--- config.mk ---
export PLATFORM = sky130hd
export DESIGN_NAME = planar_palette_stream_converter_flat
export DESIGN_NICKNAME = d
export VERILOG_FILES = /design/src/hw/rtl/ppsc_pkg.sv /design/src/hw/rtl/ppsc_req_if.sv /design/src/hw/rtl/ppsc_rsp_if.sv /design/src/hw/rtl/ppsc_ram.sv /design/src/hw/rtl/ppsc_front.sv /design/src/hw/rtl/ppsc_queue.sv /design/src/hw/rtl/ppsc_back.sv /design/src/hw/rtl/planar_palette_stream_converter.sv /design/src/flat_wrapper.sv
export SDC_FILE = /design/constraint.sdc
export NUM_CORES = 2
export LEC_CHECK = 0
export ABC_CLOCK_PERIOD_IN_PS = 9550
export BUFFER_PORTS_ARGS = -buffer_cell sky130_fd_sc_hd__clkbuf_2
export CAP_MARGIN = 20
export CORE_MARGIN = 1
export CORE_UTILIZATION = 33
export DETAILED_ROUTE_END_ITERATION = 10
export PLACE_DENSITY = 0.47
export SYNTH_ARGS = -nofsm -noshare
export SYNTH_HDL_FRONTEND = slang
export SYNTH_MEMORY_MAX_BITS = 65536
export SYNTH_SLANG_ARGS = --single-unit
--- constraint.sdc ---
create_clock -name clock -period 9.55 [get_ports clock]
set_input_delay 1.91 -clock clock [delete_from_list [all_inputs] [get_ports clock]]
set_output_delay 1.91 -clock clock [all_outputs]
set_load 0.01 [all_outputs]
--- src/hw/rtl/ppsc_pkg.sv ---
package ppsc_pkg;

   localparam int PalEntries  = 256;
   localparam int EntryWidth  = $clog2(PalEntries);
   localparam int CountWidth  = 11;
   localparam int QueueDepth  = 4;

   localparam logic [CountWidth-1:0] HeaderBytes  = CountWidth'(8);
   localparam logic [CountWidth-1:0] RedStart     = HeaderBytes;
   localparam logic [CountWidth-1:0] GreenStart   = CountWidth'(8 + PalEntries);
   localparam logic [CountWidth-1:0] BlueStart    = CountWidth'(8 + 2 * PalEntries);
   localparam logic [CountWidth-1:0] BlueEnd      = CountWidth'(8 + 3 * PalEntries);
   localparam logic [CountWidth-1:0] MinFileBytes = CountWidth'(8 + 6 * PalEntries);
   localparam logic [CountWidth-1:0] CountMax     = {CountWidth{1'b1}};

   localparam logic [EntryWidth-1:0] TerrainFirst = EntryWidth'(160);
   localparam logic [EntryWidth-1:0] LastEntry    = EntryWidth'(PalEntries - 1);
   localparam logic [31:0]           ShadowArgb   = 32'h7000_0000;
   localparam logic [7:0]            Opaque       = 8'hFF;

   typedef enum logic [1:0] {
      CSR_STANDARD_GAIN = 2'd0,
      CSR_TERRAIN_GAIN  = 2'd1,
      CSR_LEVEL_OFFSET  = 2'd2,
      CSR_SHADOW_ENTRY  = 2'd3
   } csr_index_type;

   typedef enum logic [1:0] {
      HDR_OK          = 2'd0,
      HDR_BAD_TAG     = 2'd1,
      HDR_BAD_VERSION = 2'd2
   } hdr_status_type;

   typedef enum logic [2:0] {
      KIND_COLOR       = 3'd0,
      KIND_FILE_OK     = 3'd1,
      KIND_BAD_TAG     = 3'd2,
      KIND_BAD_VERSION = 3'd3,
      KIND_TOO_SHORT   = 3'd4
   } result_kind_type;

   // one queue entry: an optional color followed by an optional status
   typedef struct packed {
      logic                  has_color;
      logic                  has_status;
      result_kind_type       status_kind;
      logic [EntryWidth-1:0] entry;
      logic [7:0]            red;
      logic [7:0]            green;
      logic [7:0]            blue;
   } job_type;

   typedef struct packed {
      logic [7:0]       standard_gain;
      logic [7:0]       terrain_gain;
      logic signed [8:0] level_offset;
      logic signed [8:0] shadow_entry;
   } cfg_type;

   function automatic logic [7:0] header_byte(input logic [2:0] idx);
      logic [7:0] b;
      case (idx)
         3'd0: b = 8'h50;
         3'd1: b = 8'h41;
         3'd2: b = 8'h4C;
         3'd3: b = 8'h53;
         3'd4: b = 8'h02;
         default: b = 8'h00;
      endcase
      return b;
   endfunction

endpackage

--- src/hw/rtl/ppsc_req_if.sv ---
interface ppsc_req_if;
   logic       valid;
   logic       ready;
   logic [7:0] data_byte;
   logic       end_of_file;

   modport source (output valid, output data_byte, output end_of_file, input ready);
   modport sink   (input valid, input data_byte, input end_of_file, output ready);
endinterface

--- src/hw/rtl/ppsc_rsp_if.sv ---
interface ppsc_rsp_if;
   logic        valid;
   logic        ready;
   logic [2:0]  result_kind;
   logic [7:0]  entry_number;
   logic [31:0] argb_color;
   logic        final_result;

   modport source (output valid, output result_kind, output entry_number,
                   output argb_color, output final_result, input ready);
   modport sink   (input valid, input result_kind, input entry_number,
                   input argb_color, input final_result, output ready);
endinterface

--- src/hw/rtl/ppsc_ram.sv ---
module ppsc_ram #(
   parameter int WIDTH = 8,
   parameter int DEPTH = 256
) (
   input  logic                     clock,
   input  logic                     wr_en,
   input  logic [$clog2(DEPTH)-1:0] wr_addr,
   input  logic [WIDTH-1:0]         wr_data,
   input  logic                     rd_en,
   input  logic [$clog2(DEPTH)-1:0] rd_addr,
   output logic [WIDTH-1:0]         rd_data
);

   logic [WIDTH-1:0] mem_ff [DEPTH];
   logic [WIDTH-1:0] rd_data_ff;

   always_ff @(posedge clock) begin
      if (wr_en) begin
         mem_ff[wr_addr] <= wr_data;
      end
      if (rd_en) begin
         rd_data_ff <= mem_ff[rd_addr];
      end
   end

   assign rd_data = rd_data_ff;

endmodule

--- src/hw/rtl/ppsc_front.sv ---
module ppsc_front
   import ppsc_pkg::*;
(
   input  logic          clock,
   input  logic          reset,
   ppsc_req_if.sink      req_chan,
   input  logic          q_full,
   output logic          q_push,
   output job_type       q_job
);

   logic [CountWidth-1:0] count_ff, count_in, count_inc;
   hdr_status_type        hdr_ff, hdr_in, hdr_upd;
   logic                  s1_valid_ff, s1_valid_in;
   job_type               s1_job_ff, s1_job_in;

   logic                  accept;
   logic                  in_header, in_red, in_green, in_blue;
   logic                  emit_color, produce;
   logic [CountWidth-1:0] red_off, green_off, blue_off;
   logic [EntryWidth-1:0] red_addr, green_addr, blue_entry;
   logic [7:0]            red_rd, green_rd;
   result_kind_type       status_kind;

   assign accept   = req_chan.valid && req_chan.ready;
   assign req_chan.ready = !s1_valid_ff || !q_full;

   assign in_header = count_ff < HeaderBytes;
   assign in_red    = !in_header && (count_ff < GreenStart);
   assign in_green  = (count_ff >= GreenStart) && (count_ff < BlueStart);
   assign in_blue   = (count_ff >= BlueStart) && (count_ff < BlueEnd);

   assign red_off    = count_ff - RedStart;
   assign green_off  = count_ff - GreenStart;
   assign blue_off   = count_ff - BlueStart;
   assign red_addr   = red_off[EntryWidth-1:0];
   assign green_addr = green_off[EntryWidth-1:0];
   assign blue_entry = blue_off[EntryWidth-1:0];

   assign count_inc  = (count_ff < CountMax) ? count_ff + 1'b1 : count_ff;
   assign emit_color = in_blue && (hdr_ff == HDR_OK);
   assign produce    = emit_color || req_chan.end_of_file;

   // keep only the first header error
   always_comb begin
      hdr_upd = hdr_ff;
      if (in_header && hdr_ff == HDR_OK &&
          req_chan.data_byte != header_byte(count_ff[2:0])) begin
         hdr_upd = (count_ff < CountWidth'(4)) ? HDR_BAD_TAG : HDR_BAD_VERSION;
      end
   end

   always_comb begin
      if (count_inc < MinFileBytes) begin
         status_kind = KIND_TOO_SHORT;
      end else begin
         case (hdr_upd)
            HDR_OK:          status_kind = KIND_FILE_OK;
            HDR_BAD_TAG:     status_kind = KIND_BAD_TAG;
            HDR_BAD_VERSION: status_kind = KIND_BAD_VERSION;
            default:         status_kind = KIND_FILE_OK;
         endcase
      end
   end

   always_comb begin
      count_in = count_ff;
      hdr_in   = hdr_ff;
      if (accept) begin
         if (req_chan.end_of_file) begin
            count_in = '0;
            hdr_in   = HDR_OK;
         end else begin
            count_in = count_inc;
            hdr_in   = hdr_upd;
         end
      end
   end

   assign q_push = s1_valid_ff && !q_full;

   always_comb begin
      s1_valid_in = s1_valid_ff;
      if (accept && produce) begin
         s1_valid_in = 1'b1;
      end else if (q_push) begin
         s1_valid_in = 1'b0;
      end
   end

   always_comb begin
      s1_job_in             = s1_job_ff;
      if (accept && produce) begin
         s1_job_in.has_color   = emit_color;
         s1_job_in.has_status  = req_chan.end_of_file;
         s1_job_in.status_kind = status_kind;
         s1_job_in.entry       = blue_entry;
         s1_job_in.red         = '0;
         s1_job_in.green       = '0;
         s1_job_in.blue        = req_chan.data_byte;
      end
   end

   // plane data arrives the cycle after the blue beat, aligned with s1
   always_comb begin
      q_job       = s1_job_ff;
      q_job.red   = red_rd;
      q_job.green = green_rd;
   end

   always_ff @(posedge clock) begin
      if (reset) begin
         count_ff    <= '0;
         hdr_ff      <= HDR_OK;
         s1_valid_ff <= 1'b0;
      end else begin
         count_ff    <= count_in;
         hdr_ff      <= hdr_in;
         s1_valid_ff <= s1_valid_in;
      end
      s1_job_ff <= s1_job_in;
   end

   ppsc_ram #(.WIDTH(8), .DEPTH(PalEntries)) u_red_plane (
      .clock   (clock),
      .wr_en   (accept && in_red),
      .wr_addr (red_addr),
      .wr_data (req_chan.data_byte),
      .rd_en   (accept && emit_color),
      .rd_addr (blue_entry),
      .rd_data (red_rd)
   );

   ppsc_ram #(.WIDTH(8), .DEPTH(PalEntries)) u_green_plane (
      .clock   (clock),
      .wr_en   (accept && in_green),
      .wr_addr (green_addr),
      .wr_data (req_chan.data_byte),
      .rd_en   (accept && emit_color),
      .rd_addr (blue_entry),
      .rd_data (green_rd)
   );

endmodule

--- src/hw/rtl/ppsc_queue.sv ---
module ppsc_queue
   import ppsc_pkg::*;
#(
   parameter int DEPTH = QueueDepth
) (
   input  logic    clock,
   input  logic    reset,
   input  logic    push,
   input  job_type push_job,
   input  logic    pop,
   output logic    full,
   output logic    head_valid,
   output job_type head_job
);

   localparam int PtrWidth = $clog2(DEPTH);
   localparam int CntWidth = $clog2(DEPTH + 1);
   localparam logic [PtrWidth-1:0] LastPtr = PtrWidth'(DEPTH - 1);

   job_type               entries_ff [DEPTH];
   logic [PtrWidth-1:0]   wr_ptr_ff, wr_ptr_in, rd_ptr_ff, rd_ptr_in;
   logic [CntWidth-1:0]   count_ff, count_in;

   assign full       = count_ff == CntWidth'(DEPTH);
   assign head_valid = count_ff != '0;
   assign head_job   = entries_ff[rd_ptr_ff];

   always_comb begin
      wr_ptr_in = wr_ptr_ff;
      rd_ptr_in = rd_ptr_ff;
      count_in  = count_ff;
      if (push) begin
         wr_ptr_in = (wr_ptr_ff == LastPtr) ? '0 : wr_ptr_ff + 1'b1;
      end
      if (pop) begin
         rd_ptr_in = (rd_ptr_ff == LastPtr) ? '0 : rd_ptr_ff + 1'b1;
      end
      if (push && !pop) begin
         count_in = count_ff + 1'b1;
      end else if (pop && !push) begin
         count_in = count_ff - 1'b1;
      end
   end

   always_ff @(posedge clock) begin
      if (reset) begin
         wr_ptr_ff <= '0;
         rd_ptr_ff <= '0;
         count_ff  <= '0;
      end else begin
         wr_ptr_ff <= wr_ptr_in;
         rd_ptr_ff <= rd_ptr_in;
         count_ff  <= count_in;
      end
      if (push) begin
         entries_ff[wr_ptr_ff] <= push_job;
      end
   end

endmodule

--- src/hw/rtl/ppsc_back.sv ---
module ppsc_back
   import ppsc_pkg::*;
(
   input  logic       clock,
   input  logic       reset,
   input  cfg_type    cfg,
   input  logic       head_valid,
   input  job_type    head_job,
   output logic       pop,
   ppsc_rsp_if.source rsp_chan
);

   logic            rsp_valid_ff, rsp_valid_in;
   result_kind_type kind_ff, kind_in;
   logic [7:0]      entry_ff, entry_in;
   logic [31:0]     argb_ff, argb_in;
   logic            final_ff, final_in;
   logic            color_done_ff, color_done_in;

   logic            out_free, send_color, send_status;
   logic [7:0]      gain;
   logic [31:0]     color;

   function automatic logic [7:0] scale_channel(input logic [7:0] c,
                                                 input logic [7:0] g,
                                                 input logic signed [8:0] off);
      logic [15:0]        prod;
      logic signed [17:0] sum;
      logic [7:0]         res;
      prod = c * g;
      sum  = signed'({2'b00, prod}) + signed'({{9{off[8]}}, off});
      if (sum[17]) begin
         res = 8'h00;
      end else if (sum > 18'sd255) begin
         res = 8'hFF;
      end else begin
         res = sum[7:0];
      end
      return res;
   endfunction

   assign gain = (head_job.entry < TerrainFirst || head_job.entry == LastEntry)
                 ? cfg.standard_gain : cfg.terrain_gain;

   always_comb begin
      if (!cfg.shadow_entry[8] && cfg.shadow_entry[7:0] == head_job.entry) begin
         color = ShadowArgb;
      end else if (head_job.entry == '0) begin
         color = '0;
      end else begin
         color = {Opaque,
                  scale_channel(head_job.red,   gain, cfg.level_offset),
                  scale_channel(head_job.green, gain, cfg.level_offset),
                  scale_channel(head_job.blue,  gain, cfg.level_offset)};
      end
   end

   assign out_free    = !rsp_valid_ff || rsp_chan.ready;
   assign send_color  = head_valid && out_free && head_job.has_color && !color_done_ff;
   assign send_status = head_valid && out_free && !send_color && head_job.has_status;
   // drop the head once its last beat is loaded
   assign pop = send_status || (send_color && !head_job.has_status);

   always_comb begin
      rsp_valid_in  = rsp_valid_ff;
      kind_in       = kind_ff;
      entry_in      = entry_ff;
      argb_in       = argb_ff;
      final_in      = final_ff;
      color_done_in = color_done_ff;
      if (rsp_chan.ready) begin
         rsp_valid_in = 1'b0;
      end
      if (send_color) begin
         rsp_valid_in  = 1'b1;
         kind_in       = KIND_COLOR;
         entry_in      = head_job.entry;
         argb_in       = color;
         final_in      = 1'b0;
         color_done_in = head_job.has_status;
      end else if (send_status) begin
         rsp_valid_in  = 1'b1;
         kind_in       = head_job.status_kind;
         entry_in      = '0;
         argb_in       = '0;
         final_in      = 1'b1;
         color_done_in = 1'b0;
      end
   end

   always_ff @(posedge clock) begin
      if (reset) begin
         rsp_valid_ff  <= 1'b0;
         color_done_ff <= 1'b0;
      end else begin
         rsp_valid_ff  <= rsp_valid_in;
         color_done_ff <= color_done_in;
      end
      kind_ff  <= kind_in;
      entry_ff <= entry_in;
      argb_ff  <= argb_in;
      final_ff <= final_in;
   end

   assign rsp_chan.valid        = rsp_valid_ff;
   assign rsp_chan.result_kind  = kind_ff;
   assign rsp_chan.entry_number = entry_ff;
   assign rsp_chan.argb_color   = argb_ff;
   assign rsp_chan.final_result = final_ff;

endmodule

--- src/hw/rtl/planar_palette_stream_converter.sv ---
// Palette file converter: one file byte is taken per cycle unless the queue is
// full, with no gaps between files and no start-up sweep after reset. The front
// end checks the PALS tag and version, writes red and green bytes into two
// 256 x 8 plane RAMs and, on each blue byte of a file with a good header, reads
// both planes at that entry in the same cycle. A small queue carries the work
// to the back end, which scales, offsets and clamps the three channels and
// loads one result per cycle, while the output is free, into the output
// register. A byte that both closes a color and ends the file gives two beats,
// color then status.
module planar_palette_stream_converter
   import ppsc_pkg::*;
#(
   parameter int QUEUE_DEPTH = QueueDepth
) (
   input  logic       clock,
   input  logic       reset,
   ppsc_req_if.sink   req_chan,
   ppsc_rsp_if.source rsp_chan,
   input  logic       csr_write_enable,
   input  logic [1:0] csr_index,
   input  logic [8:0] csr_write_data
);

   cfg_type cfg_ff, cfg_in;
   logic    q_push, q_pop, q_full, q_head_valid;
   job_type q_push_job, q_head_job;

   always_comb begin
      cfg_in = cfg_ff;
      if (csr_write_enable) begin
         case (csr_index_type'(csr_index))
            CSR_STANDARD_GAIN: cfg_in.standard_gain = csr_write_data[7:0];
            CSR_TERRAIN_GAIN:  cfg_in.terrain_gain  = csr_write_data[7:0];
            CSR_LEVEL_OFFSET:  cfg_in.level_offset  = csr_write_data;
            CSR_SHADOW_ENTRY:  cfg_in.shadow_entry  = csr_write_data;
            default: ;
         endcase
      end
   end

   always_ff @(posedge clock) begin
      if (reset) begin
         cfg_ff.standard_gain <= 8'd1;
         cfg_ff.terrain_gain  <= 8'd1;
         cfg_ff.level_offset  <= '0;
         cfg_ff.shadow_entry  <= '1;
      end else begin
         cfg_ff <= cfg_in;
      end
   end

   ppsc_front u_front (
      .clock    (clock),
      .reset    (reset),
      .req_chan (req_chan),
      .q_full   (q_full),
      .q_push   (q_push),
      .q_job    (q_push_job)
   );

   ppsc_queue #(.DEPTH(QUEUE_DEPTH)) u_queue (
      .clock      (clock),
      .reset      (reset),
      .push       (q_push),
      .push_job   (q_push_job),
      .pop        (q_pop),
      .full       (q_full),
      .head_valid (q_head_valid),
      .head_job   (q_head_job)
   );

   ppsc_back u_back (
      .clock      (clock),
      .reset      (reset),
      .cfg        (cfg_ff),
      .head_valid (q_head_valid),
      .head_job   (q_head_job),
      .pop        (q_pop),
      .rsp_chan   (rsp_chan)
   );

   a_no_overflow: assert property (@(posedge clock) disable iff (reset)
      q_push |-> !q_full || q_pop)
      else $error("queue push while full");

   a_no_pop_empty: assert property (@(posedge clock) disable iff (reset)
      q_pop |-> q_head_valid)
      else $error("queue pop while empty");

   a_status_shape: assert property (@(posedge clock) disable iff (reset)
      rsp_chan.valid && rsp_chan.final_result |->
         rsp_chan.argb_color == '0 && rsp_chan.entry_number == '0 &&
         rsp_chan.result_kind != KIND_COLOR)
      else $error("status beat carries color data");

   a_color_shape: assert property (@(posedge clock) disable iff (reset)
      rsp_chan.valid && !rsp_chan.final_result |-> rsp_chan.result_kind == KIND_COLOR)
      else $error("color beat has a status kind");

endmodule

--- src/flat_wrapper.sv ---
// flat-port wrapper written by rule: the top's interface ports become plain ports
module planar_palette_stream_converter_flat import ppsc_pkg::*;
#(
   parameter int QUEUE_DEPTH = QueueDepth
)
  (clock, reset, csr_write_enable, csr_index, csr_write_data, req_chan_valid, req_chan_data_byte, req_chan_end_of_file, req_chan_ready, rsp_chan_valid, rsp_chan_result_kind, rsp_chan_entry_number, rsp_chan_argb_color, rsp_chan_final_result, rsp_chan_ready);
  ppsc_req_if req_chan_i ();
  ppsc_rsp_if rsp_chan_i ();
  input  logic clock;
  input  logic reset;
  input  logic csr_write_enable;
  input  logic [1:0] csr_index;
  input  logic [8:0] csr_write_data;
  input wire logic [$bits(req_chan_i.valid)-1:0] req_chan_valid;
  input wire logic [$bits(req_chan_i.data_byte)-1:0] req_chan_data_byte;
  input wire logic [$bits(req_chan_i.end_of_file)-1:0] req_chan_end_of_file;
  output wire logic [$bits(req_chan_i.ready)-1:0] req_chan_ready;
  output wire logic [$bits(rsp_chan_i.valid)-1:0] rsp_chan_valid;
  output wire logic [$bits(rsp_chan_i.result_kind)-1:0] rsp_chan_result_kind;
  output wire logic [$bits(rsp_chan_i.entry_number)-1:0] rsp_chan_entry_number;
  output wire logic [$bits(rsp_chan_i.argb_color)-1:0] rsp_chan_argb_color;
  output wire logic [$bits(rsp_chan_i.final_result)-1:0] rsp_chan_final_result;
  input wire logic [$bits(rsp_chan_i.ready)-1:0] rsp_chan_ready;
  assign req_chan_i.valid = req_chan_valid;
  assign req_chan_i.data_byte = req_chan_data_byte;
  assign req_chan_i.end_of_file = req_chan_end_of_file;
  assign req_chan_ready = req_chan_i.ready;
  assign rsp_chan_valid = rsp_chan_i.valid;
  assign rsp_chan_result_kind = rsp_chan_i.result_kind;
  assign rsp_chan_entry_number = rsp_chan_i.entry_number;
  assign rsp_chan_argb_color = rsp_chan_i.argb_color;
  assign rsp_chan_final_result = rsp_chan_i.final_result;
  assign rsp_chan_i.ready = rsp_chan_ready;
  planar_palette_stream_converter #(.QUEUE_DEPTH(QUEUE_DEPTH)) u_core (.clock(clock), .reset(reset), .req_chan(req_chan_i), .rsp_chan(rsp_chan_i), .csr_write_enable(csr_write_enable), .csr_index(csr_index), .csr_write_data(csr_write_data));
endmodule
# Word-level counts from Yosys, hierarchy flattened
# Memory sizes are Yosys's and may differ from the RTL's. A register that Yosys moved wholly into a read port is not among the register bits.
# Cells that the tools add are included.
dict set report op_classes {
  addsub 11
  n_mux 39
  magnitude_cmp 13
  reduce_logical 49
  eq_ne 15
  n_mul 3
}
# op n
set ops {}
lappend ops {{$mux 32} 4}
lappend ops {{$mux 8} 9}
lappend ops {{$add 17x9->18} 3}
lappend ops {{$gt 18x9->1 const B} 3}
lappend ops {{$mul 8x8->16} 3}
lappend ops {{$pmux 7 s5} 1}
lappend ops {{$sub 8x4->8 const B} 3}
lappend ops {{$lt 11x10->1 const B} 2}
lappend ops {{$lt 11x11->1 const B} 2}
lappend ops {{$mux 11} 2}
lappend ops {{$logic_and 1x1->1} 21}
lappend ops {{$mux 2} 7}
lappend ops {{$mux 1} 13}
lappend ops {{$add 11x1->11 const B} 1}
lappend ops {{$ge 11x10->1 const B} 1}
lappend ops {{$ge 11x9->1 const B} 1}
lappend ops {{$lt 11x3->1 const B} 1}
lappend ops {{$lt 11x4->1 const B} 1}
lappend ops {{$lt 11x9->1 const B} 1}
lappend ops {{$eq 2x2->1 const B} 5}
lappend ops {{$logic_not 1->1} 10}
lappend ops {{$eq 8x8->1} 1}
lappend ops {{$eq 8x8->1 const B} 1}
lappend ops {{$logic_not 8->1} 1}
lappend ops {{17 further kinds} 33}
dict set report totals {
  output_inout_bits 46
  register_bits 122
  mem_count 3
  mem_bits_rw 4244
}
# memory depth width read_ports rd_ports_with_merged_regs wr line_no
set memory_table {}
lappend memory_table {u_core.u_front.u_green_plane.mem_ff 256 8 1 1 1 ppsc_ram.sv:14} ;# logic [WIDTH-1:0] mem_ff [DEPTH];
lappend memory_table {u_core.u_front.u_red_plane.mem_ff 256 8 1 1 1 ppsc_ram.sv:14}
lappend memory_table {u_core.u_queue.entries_ff 4 37 1 1 1 ppsc_queue.sv:20} ;# job_type entries_ff [DEPTH];

# Depth between registers and ports, before layout
dict set report depth {
  word_depth 12
  depth_mapped 34
  mapped_depth_nobuf 30
}

# By module
# From an unflattened synthesis, not the netlist that was laid out.
dict set report unflattened {
  cells_unflattened 9248
  area_unflattened_um2 179024.2
}
# module n_inst seq_area_each_um2 area_per_inst_um2 cells_per_inst
set modules_own_cells {}
lappend modules_own_cells {ppsc_ram 2 61739.2 79636.4 3733}
lappend modules_own_cells {ppsc_back 1 1141.1 10546.4 1209}
lappend modules_own_cells {ppsc_queue 1 4624.4 5836.8 237}
lappend modules_own_cells {ppsc_front 1 910.9 1979.4 201}
lappend modules_own_cells {planar_palette_stream_converter 1 680.7 1388.8 135}

# Worst setup path before layout
# Ideal clock, no wire load.
dict set report synth_timing {
  kind {register to register}
  from {reg (tool-made name)}
  to {reg u_core.u_back.argb_ff[16], in the netlist u_core.u_back.rsp_chan.argb_color[16] (data pin)}
  t_arrival_ns 7.916
  path_buffers 3
  slack_ns 1.364
  stages_incl_launch_ff 32
  required_time_ns 9.280
  period_less_slack_ns 8.186
  cell_sequence {dfxtp_1 buf_2 buf_4 mux4_2 nand4_1 o211ai_2 mux2i_1 clkbuf_1 nor2_1 fa_1 fa_1 fa_1 inv_1 fa_1 inv_1 ha_1 a21oi_1 o21ai_0 a21o_1 a21oi_1 o21ai_0 o41ai_1 xnor2_1 ha_1 a21o_1 a221o_1 or4_1 a41o_1 nor3_1 nand4b_1 nor3_2 a21oi_1}
}
# element line_no
set synth_lines {}
lappend synth_lines {{end signal: assignment} ppsc_back.sv:101} ;# argb_ff <= argb_in;
lappend synth_lines {{end: declaration} ppsc_back.sv:16} ;# logic [31:0] argb_ff, argb_in;

==> impl_metrics.xml <==
<?xml version="1.0" encoding="UTF-8"?>
<metrics>
  <group name="power">
    <metric name="internal_power" unit="mW">32.4</metric>
    <metric name="totalPowerFinal" unit="mW">42.0</metric>
    <metric name="clock_power_share" unit="">0.418</metric>
    <metric name="sequentialPowerShare" unit="">0.508</metric>
    <metric name="power_per_cell_area" unit="nW/µm²">209</metric>
    <metric name="psw" unit="mW">9.58</metric>
    <metric name="max-vdd-ir-drop" unit="µV">213</metric>
    <metric name="power.share.switching" unit="">0.228</metric>
    <metric name="comb_power_share" unit="">0.074</metric>
    <metric name="power.static_leakage" unit="nW">61.5</metric>
  </group>
  <group name="layout">
    <metric name="layout.cell_area.non_filler" unit="µm²">201000</metric>
    <metric name="layout.core_utilization" unit="">0.377</metric>
    <metric name="fin_nets" unit="">9009</metric>
    <metric name="final_layout_size_suffix_gt1_frac" unit="">0.256</metric>
    <metric name="area.growth.synth_to_final" unit="%">13.6</metric>
  </group>
  <group name="global_routing">
    <metric name="grt_pass1_vias" unit="">88399</metric>
    <metric name="grt_overflow_total" unit="">0</metric>
    <metric name="gr-usage-all-layers" unit="">0.182</metric>
    <metric name="grt_first_pass_wirelength" unit="µm">702000</metric>
    <metric name="number_of_antenna_violations_at_the_first_check_in_global_routing" unit="">36</metric>
    <metric name="grt_start_max_net_pins" unit="">193</metric>
  </group>
  <group name="route">
    <metric name="detailed_router_iteration_count_before_antenna_repair" unit="">7</metric>
    <metric name="post_drt_via_cell_ratio" unit="">5.30</metric>
    <metric name="drc_viols" unit="">0</metric>
    <metric name="detailedRoute.firstIterationViolations" unit="">8937</metric>
    <metric name="routed_wire_length_per_instance" unit="µm">30.9</metric>
    <metric name="post_detailed_routing_wire_length" unit="µm">498000</metric>
    <metric name="num_vias" unit="">85507</metric>
    <metric name="route.antenna.remaining_nets" unit="">0</metric>
  </group>
  <group name="clocking">
    <metric name="postCtsSetupBuffers" unit="">0</metric>
    <metric name="cts_tree" unit="">yes</metric>
    <metric name="post_cts_resized" unit="">0</metric>
    <metric name="clkSinkCount" unit="">4378</metric>
    <metric name="clk_pin_slew" unit="ns">0.06</metric>
    <metric name="numCtsBuffers" unit="">464</metric>
    <metric name="postCtsHoldBufs" unit="">0</metric>
    <metric name="cts.htree.levels" unit="">5</metric>
    <metric name="max-clock-path-buffers" unit="">4</metric>
    <metric name="clock_tree.root_cell" unit="">sky130_fd_sc_hd__clkbuf_16</metric>
    <metric name="clock_insertion_delay_worst_skew" unit="ns">1.05</metric>
  </group>
  <group name="min_path">
    <metric name="min-delay-path-class" unit="">flip-flop to flip-flop</metric>
  </group>
  <group name="sta">
    <metric name="timing.slew.headroom" unit="">0.159</metric>
    <metric name="tightest_slew" unit="ns">1.26</metric>
    <metric name="rsz0062_at_grt" unit="">no</metric>
    <metric name="timing.final.hold_violations" unit="">0</metric>
    <metric name="min_period" unit="ns">8.99</metric>
    <metric name="max_frequency" unit="GHz">0.111</metric>
    <metric name="worst_clock_skew" unit="ns">0.101</metric>
    <metric name="final_min_period_over_clock_period" unit="">0.942</metric>
    <metric name="timing_max_transition_violations_final" unit="">0</metric>
    <metric name="fin_tns_setup" unit="ns">0</metric>
    <metric name="setup_viol" unit="">0</metric>
  </group>
  <group name="floorplan">
    <metric name="placementRows" unit="">268</metric>
    <metric name="die_area" unit="µm²">539000</metric>
    <metric name="initial_core_util" unit="">0.332</metric>
    <metric name="floorplan.io_pins" unit="">71</metric>
    <metric name="die_h" unit="µm">734</metric>
    <metric name="floorplan.core_area" unit="µm²">533000</metric>
    <metric name="fp.dieW" unit="µm">734</metric>
  </group>
  <group name="critical_path">
    <metric name="worst_r2r_endpoint" unit="">u_core.u_back.rsp_chan.argb_color[19]</metric>
    <metric name="critical_path.max_fanout" unit="">23</metric>
    <metric name="rrSetupSlack" unit="ns">0.56</metric>
    <metric name="worst_setup_path_endpoint" unit="">u_core.u_back.rsp_chan.argb_color[19]</metric>
    <metric name="timing.critical_path.from_type" unit="">flip-flop</metric>
    <metric name="crit_slowest_cell" unit="">sky130_fd_sc_hd__mux4_2</metric>
    <metric name="setup.worst_path.end_class" unit="">flip-flop</metric>
    <metric name="reg2reg_depth" unit="">30</metric>
    <metric name="path_depth" unit="">30</metric>
    <metric name="critical-path-top-delay-family" unit="">adder cells</metric>
    <metric name="crit_type" unit="">flip-flop to flip-flop</metric>
    <metric name="crit_path_frequent_cell" unit="">sky130_fd_sc_hd__fa_1</metric>
    <metric name="timing.critical_path.arrival" unit="ns">9.70</metric>
    <metric name="critical_path.max_stage_delay" unit="ns">0.58</metric>
    <metric name="critical_path_buf_inv_count" unit="">4</metric>
    <metric name="timing.critical_path.required" unit="ns">10.26</metric>
  </group>
  <group name="logic_synthesis">
    <metric name="synth.yosys.seq_area_share" unit="">0.740</metric>
    <metric name="yosysWarnings" unit="">0</metric>
    <metric name="synth.largest_area_cell" unit="">sky130_fd_sc_hd__edfxtp_1</metric>
    <metric name="syn-mean-instance-area" unit="µm²">21.0</metric>
    <metric name="number_of_synthesized_register_bits" unit="">4378</metric>
    <metric name="synth_enable_flop_cells" unit="">4315</metric>
    <metric name="asyncSetResetFlopFracSynth" unit="">0</metric>
    <metric name="post-synth-top-area-fraction" unit="">0.732</metric>
    <metric name="ys.flop_type" unit="">sky130_fd_sc_hd__edfxtp_1</metric>
    <metric name="mappedNetlistArea" unit="µm²">177000</metric>
    <metric name="synth_cell_types" unit="">80</metric>
    <metric name="synthesis.instances" unit="">8432</metric>
    <metric name="mappedNetlistNets" unit="">8744</metric>
    <metric name="yosys-top-cells-area" unit="">sky130_fd_sc_hd__edfxtp_1 (73%), sky130_fd_sc_hd__mux4_2 (16%), sky130_fd_sc_hd__nor2_1 (1.6%), sky130_fd_sc_hd__fa_1 (1.3%), sky130_fd_sc_hd__ha_1 (1.2%)</metric>
  </group>
  <group name="placed_design">
    <metric name="dp_hpwl" unit="µm">307000</metric>
    <metric name="gpl.final_weighted_congestion" unit="">0.790</metric>
    <metric name="place.port_buffers" unit="">70</metric>
    <metric name="placed_area" unit="µm²">186000</metric>
  </group>
  <group name="flow_run">
    <metric name="max-cap-violations" unit="">0</metric>
  </group>
  <group name="run_status">
    <metric name="run_status" unit="">finished clean</metric>
  </group>
</metrics>
area by class of cell:
class,instances,area [µm²]
antenna,15,37.5
clock buffer,566,12100
clock inverter,287,2590
fill,48069,332000
inverter,182,691
multi-input combinational,3414,43600
sequential,4378,131000
tap,7020,8780
timing repair buffer,257,2300
worst min-delay path: stages, from the launching register on:
cell and delay (ns):
sky130_fd_sc_hd__dfxtp_1 0.31, sky130_fd_sc_hd__inv_1 0.05, sky130_fd_sc_hd__a21oi_1 0.05
cells in the mapped netlist, types with 58 or more instances:
library cell / number
sky130_fd_sc_hd__a21oi_1: 112
sky130_fd_sc_hd__mux4_2: 1295
sky130_fd_sc_hd__buf_1: 60
sky130_fd_sc_hd__a22oi_1: 98
sky130_fd_sc_hd__edfxtp_1: 4315
sky130_fd_sc_hd__nor2_1: 777
sky130_fd_sc_hd__clkbuf_1: 232
sky130_fd_sc_hd__dfxtp_1: 63
sky130_fd_sc_hd__ha_1: 175
sky130_fd_sc_hd__inv_1: 179
sky130_fd_sc_hd__nand2_1: 212
sky130_fd_sc_hd__buf_2: 115
sky130_fd_sc_hd__fa_1: 112
sky130_fd_sc_hd__mux2i_1: 58
stage by stage:
stage / worst slack (ns) / hold slack (ns) / cells
2_1_floorplan: 1.36 / 0.403 / 8432
3_3_place_gp: 0.539 / 0.437 / 15244
3_5_place_dp: 0.517 / 0.443 / 15244
4_1_cts: 0.500 / 0.452 / 16097
5_1_grt: 0.0360 / 0.480 / 16107
6_report: 0.558 / 0.448 / 16119
layer usage:
layer / up-vias / track usage / part of all wire
met5: - / 0 / 0.000026
met4: 2 / 0.0508 / 0.030
met3: 675 / 0.0281 / 0.058
met2: 2685 / 0.294 / 0.48
met1: 46852 / 0.256 / 0.43
li1: 35293 / - / -
flip-flops by register name, indices dropped and copies added (netlist names), 11 cells and up, named ones only:
register	cells
u_core.u_front.count_ff	11
u_core.u_front.u_green_plane.mem_ff	2048
u_core.u_front.q_job	21
u_core.cfg_ff	34
u_core.u_queue.entries_ff	148
u_core.u_back.rsp_chan.argb_color	26
u_core.u_front.u_red_plane.mem_ff	2048
logic make-up after synthesis:
kind of cell    synth area share
flops                      0.740
buf+inv                   0.0158
mux                        0.170
fa+ha+maj                 0.0250
xor+xnor                 0.00386
compound gates            0.0167
simple gates              0.0294
layout by cell type (no fill, tap or decap), types with 21 or more instances in the layout:
cell                        instances
sky130_fd_sc_hd__o21ai_1           24
sky130_fd_sc_hd__a21o_1            23
sky130_fd_sc_hd__edfxtp_1        4315
sky130_fd_sc_hd__nand4_1           21
sky130_fd_sc_hd__a21oi_1          112
sky130_fd_sc_hd__fa_1             112
sky130_fd_sc_hd__dfxtp_1           58
sky130_fd_sc_hd__nand2_1          200
sky130_fd_sc_hd__clkbuf_1          95
sky130_fd_sc_hd__clkinv_2          87
sky130_fd_sc_hd__buf_4            151
sky130_fd_sc_hd__mux4_2          1295
sky130_fd_sc_hd__o21ai_0           56
sky130_fd_sc_hd__mux2i_1           50
sky130_fd_sc_hd__xnor2_1           46
sky130_fd_sc_hd__clkinv_1         119
sky130_fd_sc_hd__mux2_2            24
sky130_fd_sc_hd__ha_1             175
sky130_fd_sc_hd__a22oi_1           98
sky130_fd_sc_hd__buf_12            32
sky130_fd_sc_hd__nor3_1            25
sky130_fd_sc_hd__or2_2             42
sky130_fd_sc_hd__clkbuf_2          62
sky130_fd_sc_hd__clkbuf_16        468
sky130_fd_sc_hd__xor2_1            31
sky130_fd_sc_hd__nor2_1           757
sky130_fd_sc_hd__bufinv_16         37
sky130_fd_sc_hd__nand3_1           31
sky130_fd_sc_hd__inv_1            179
power by group through the flow:
stage / logic, mW / registers [mW] / clock network (mW)
2_1_floorplan: 1.87 / 21.7 / 0
3_3_place_gp: 3.12 / 21.7 / 0
3_5_place_dp: 3.15 / 21.7 / 0
4_1_cts: 3.16 / 21.3 / 17.9
5_1_grt: 3.40 / 21.3 / 18.6
6_report: 3.09 / 21.3 / 17.6
worst min-delay path by stage:
stage,start,to,cells after the start
2_1_floorplan,u_core.u_front.count_ff[2],u_core.u_front.q_job[26],0
3_3_place_gp,u_core.u_back.rsp_chan.final_result,u_core.u_back.rsp_chan.final_result,2
3_5_place_dp,u_core.u_back.rsp_chan.final_result,u_core.u_back.rsp_chan.final_result,2
4_1_cts,u_core.u_back.rsp_chan.final_result,u_core.u_back.rsp_chan.final_result,2
5_1_grt,u_core.u_back.rsp_chan.final_result,u_core.u_back.rsp_chan.final_result,2
6_report,u_core.u_back.rsp_chan.final_result,u_core.u_back.rsp_chan.final_result,2
(Power assumes the default switching activity.)
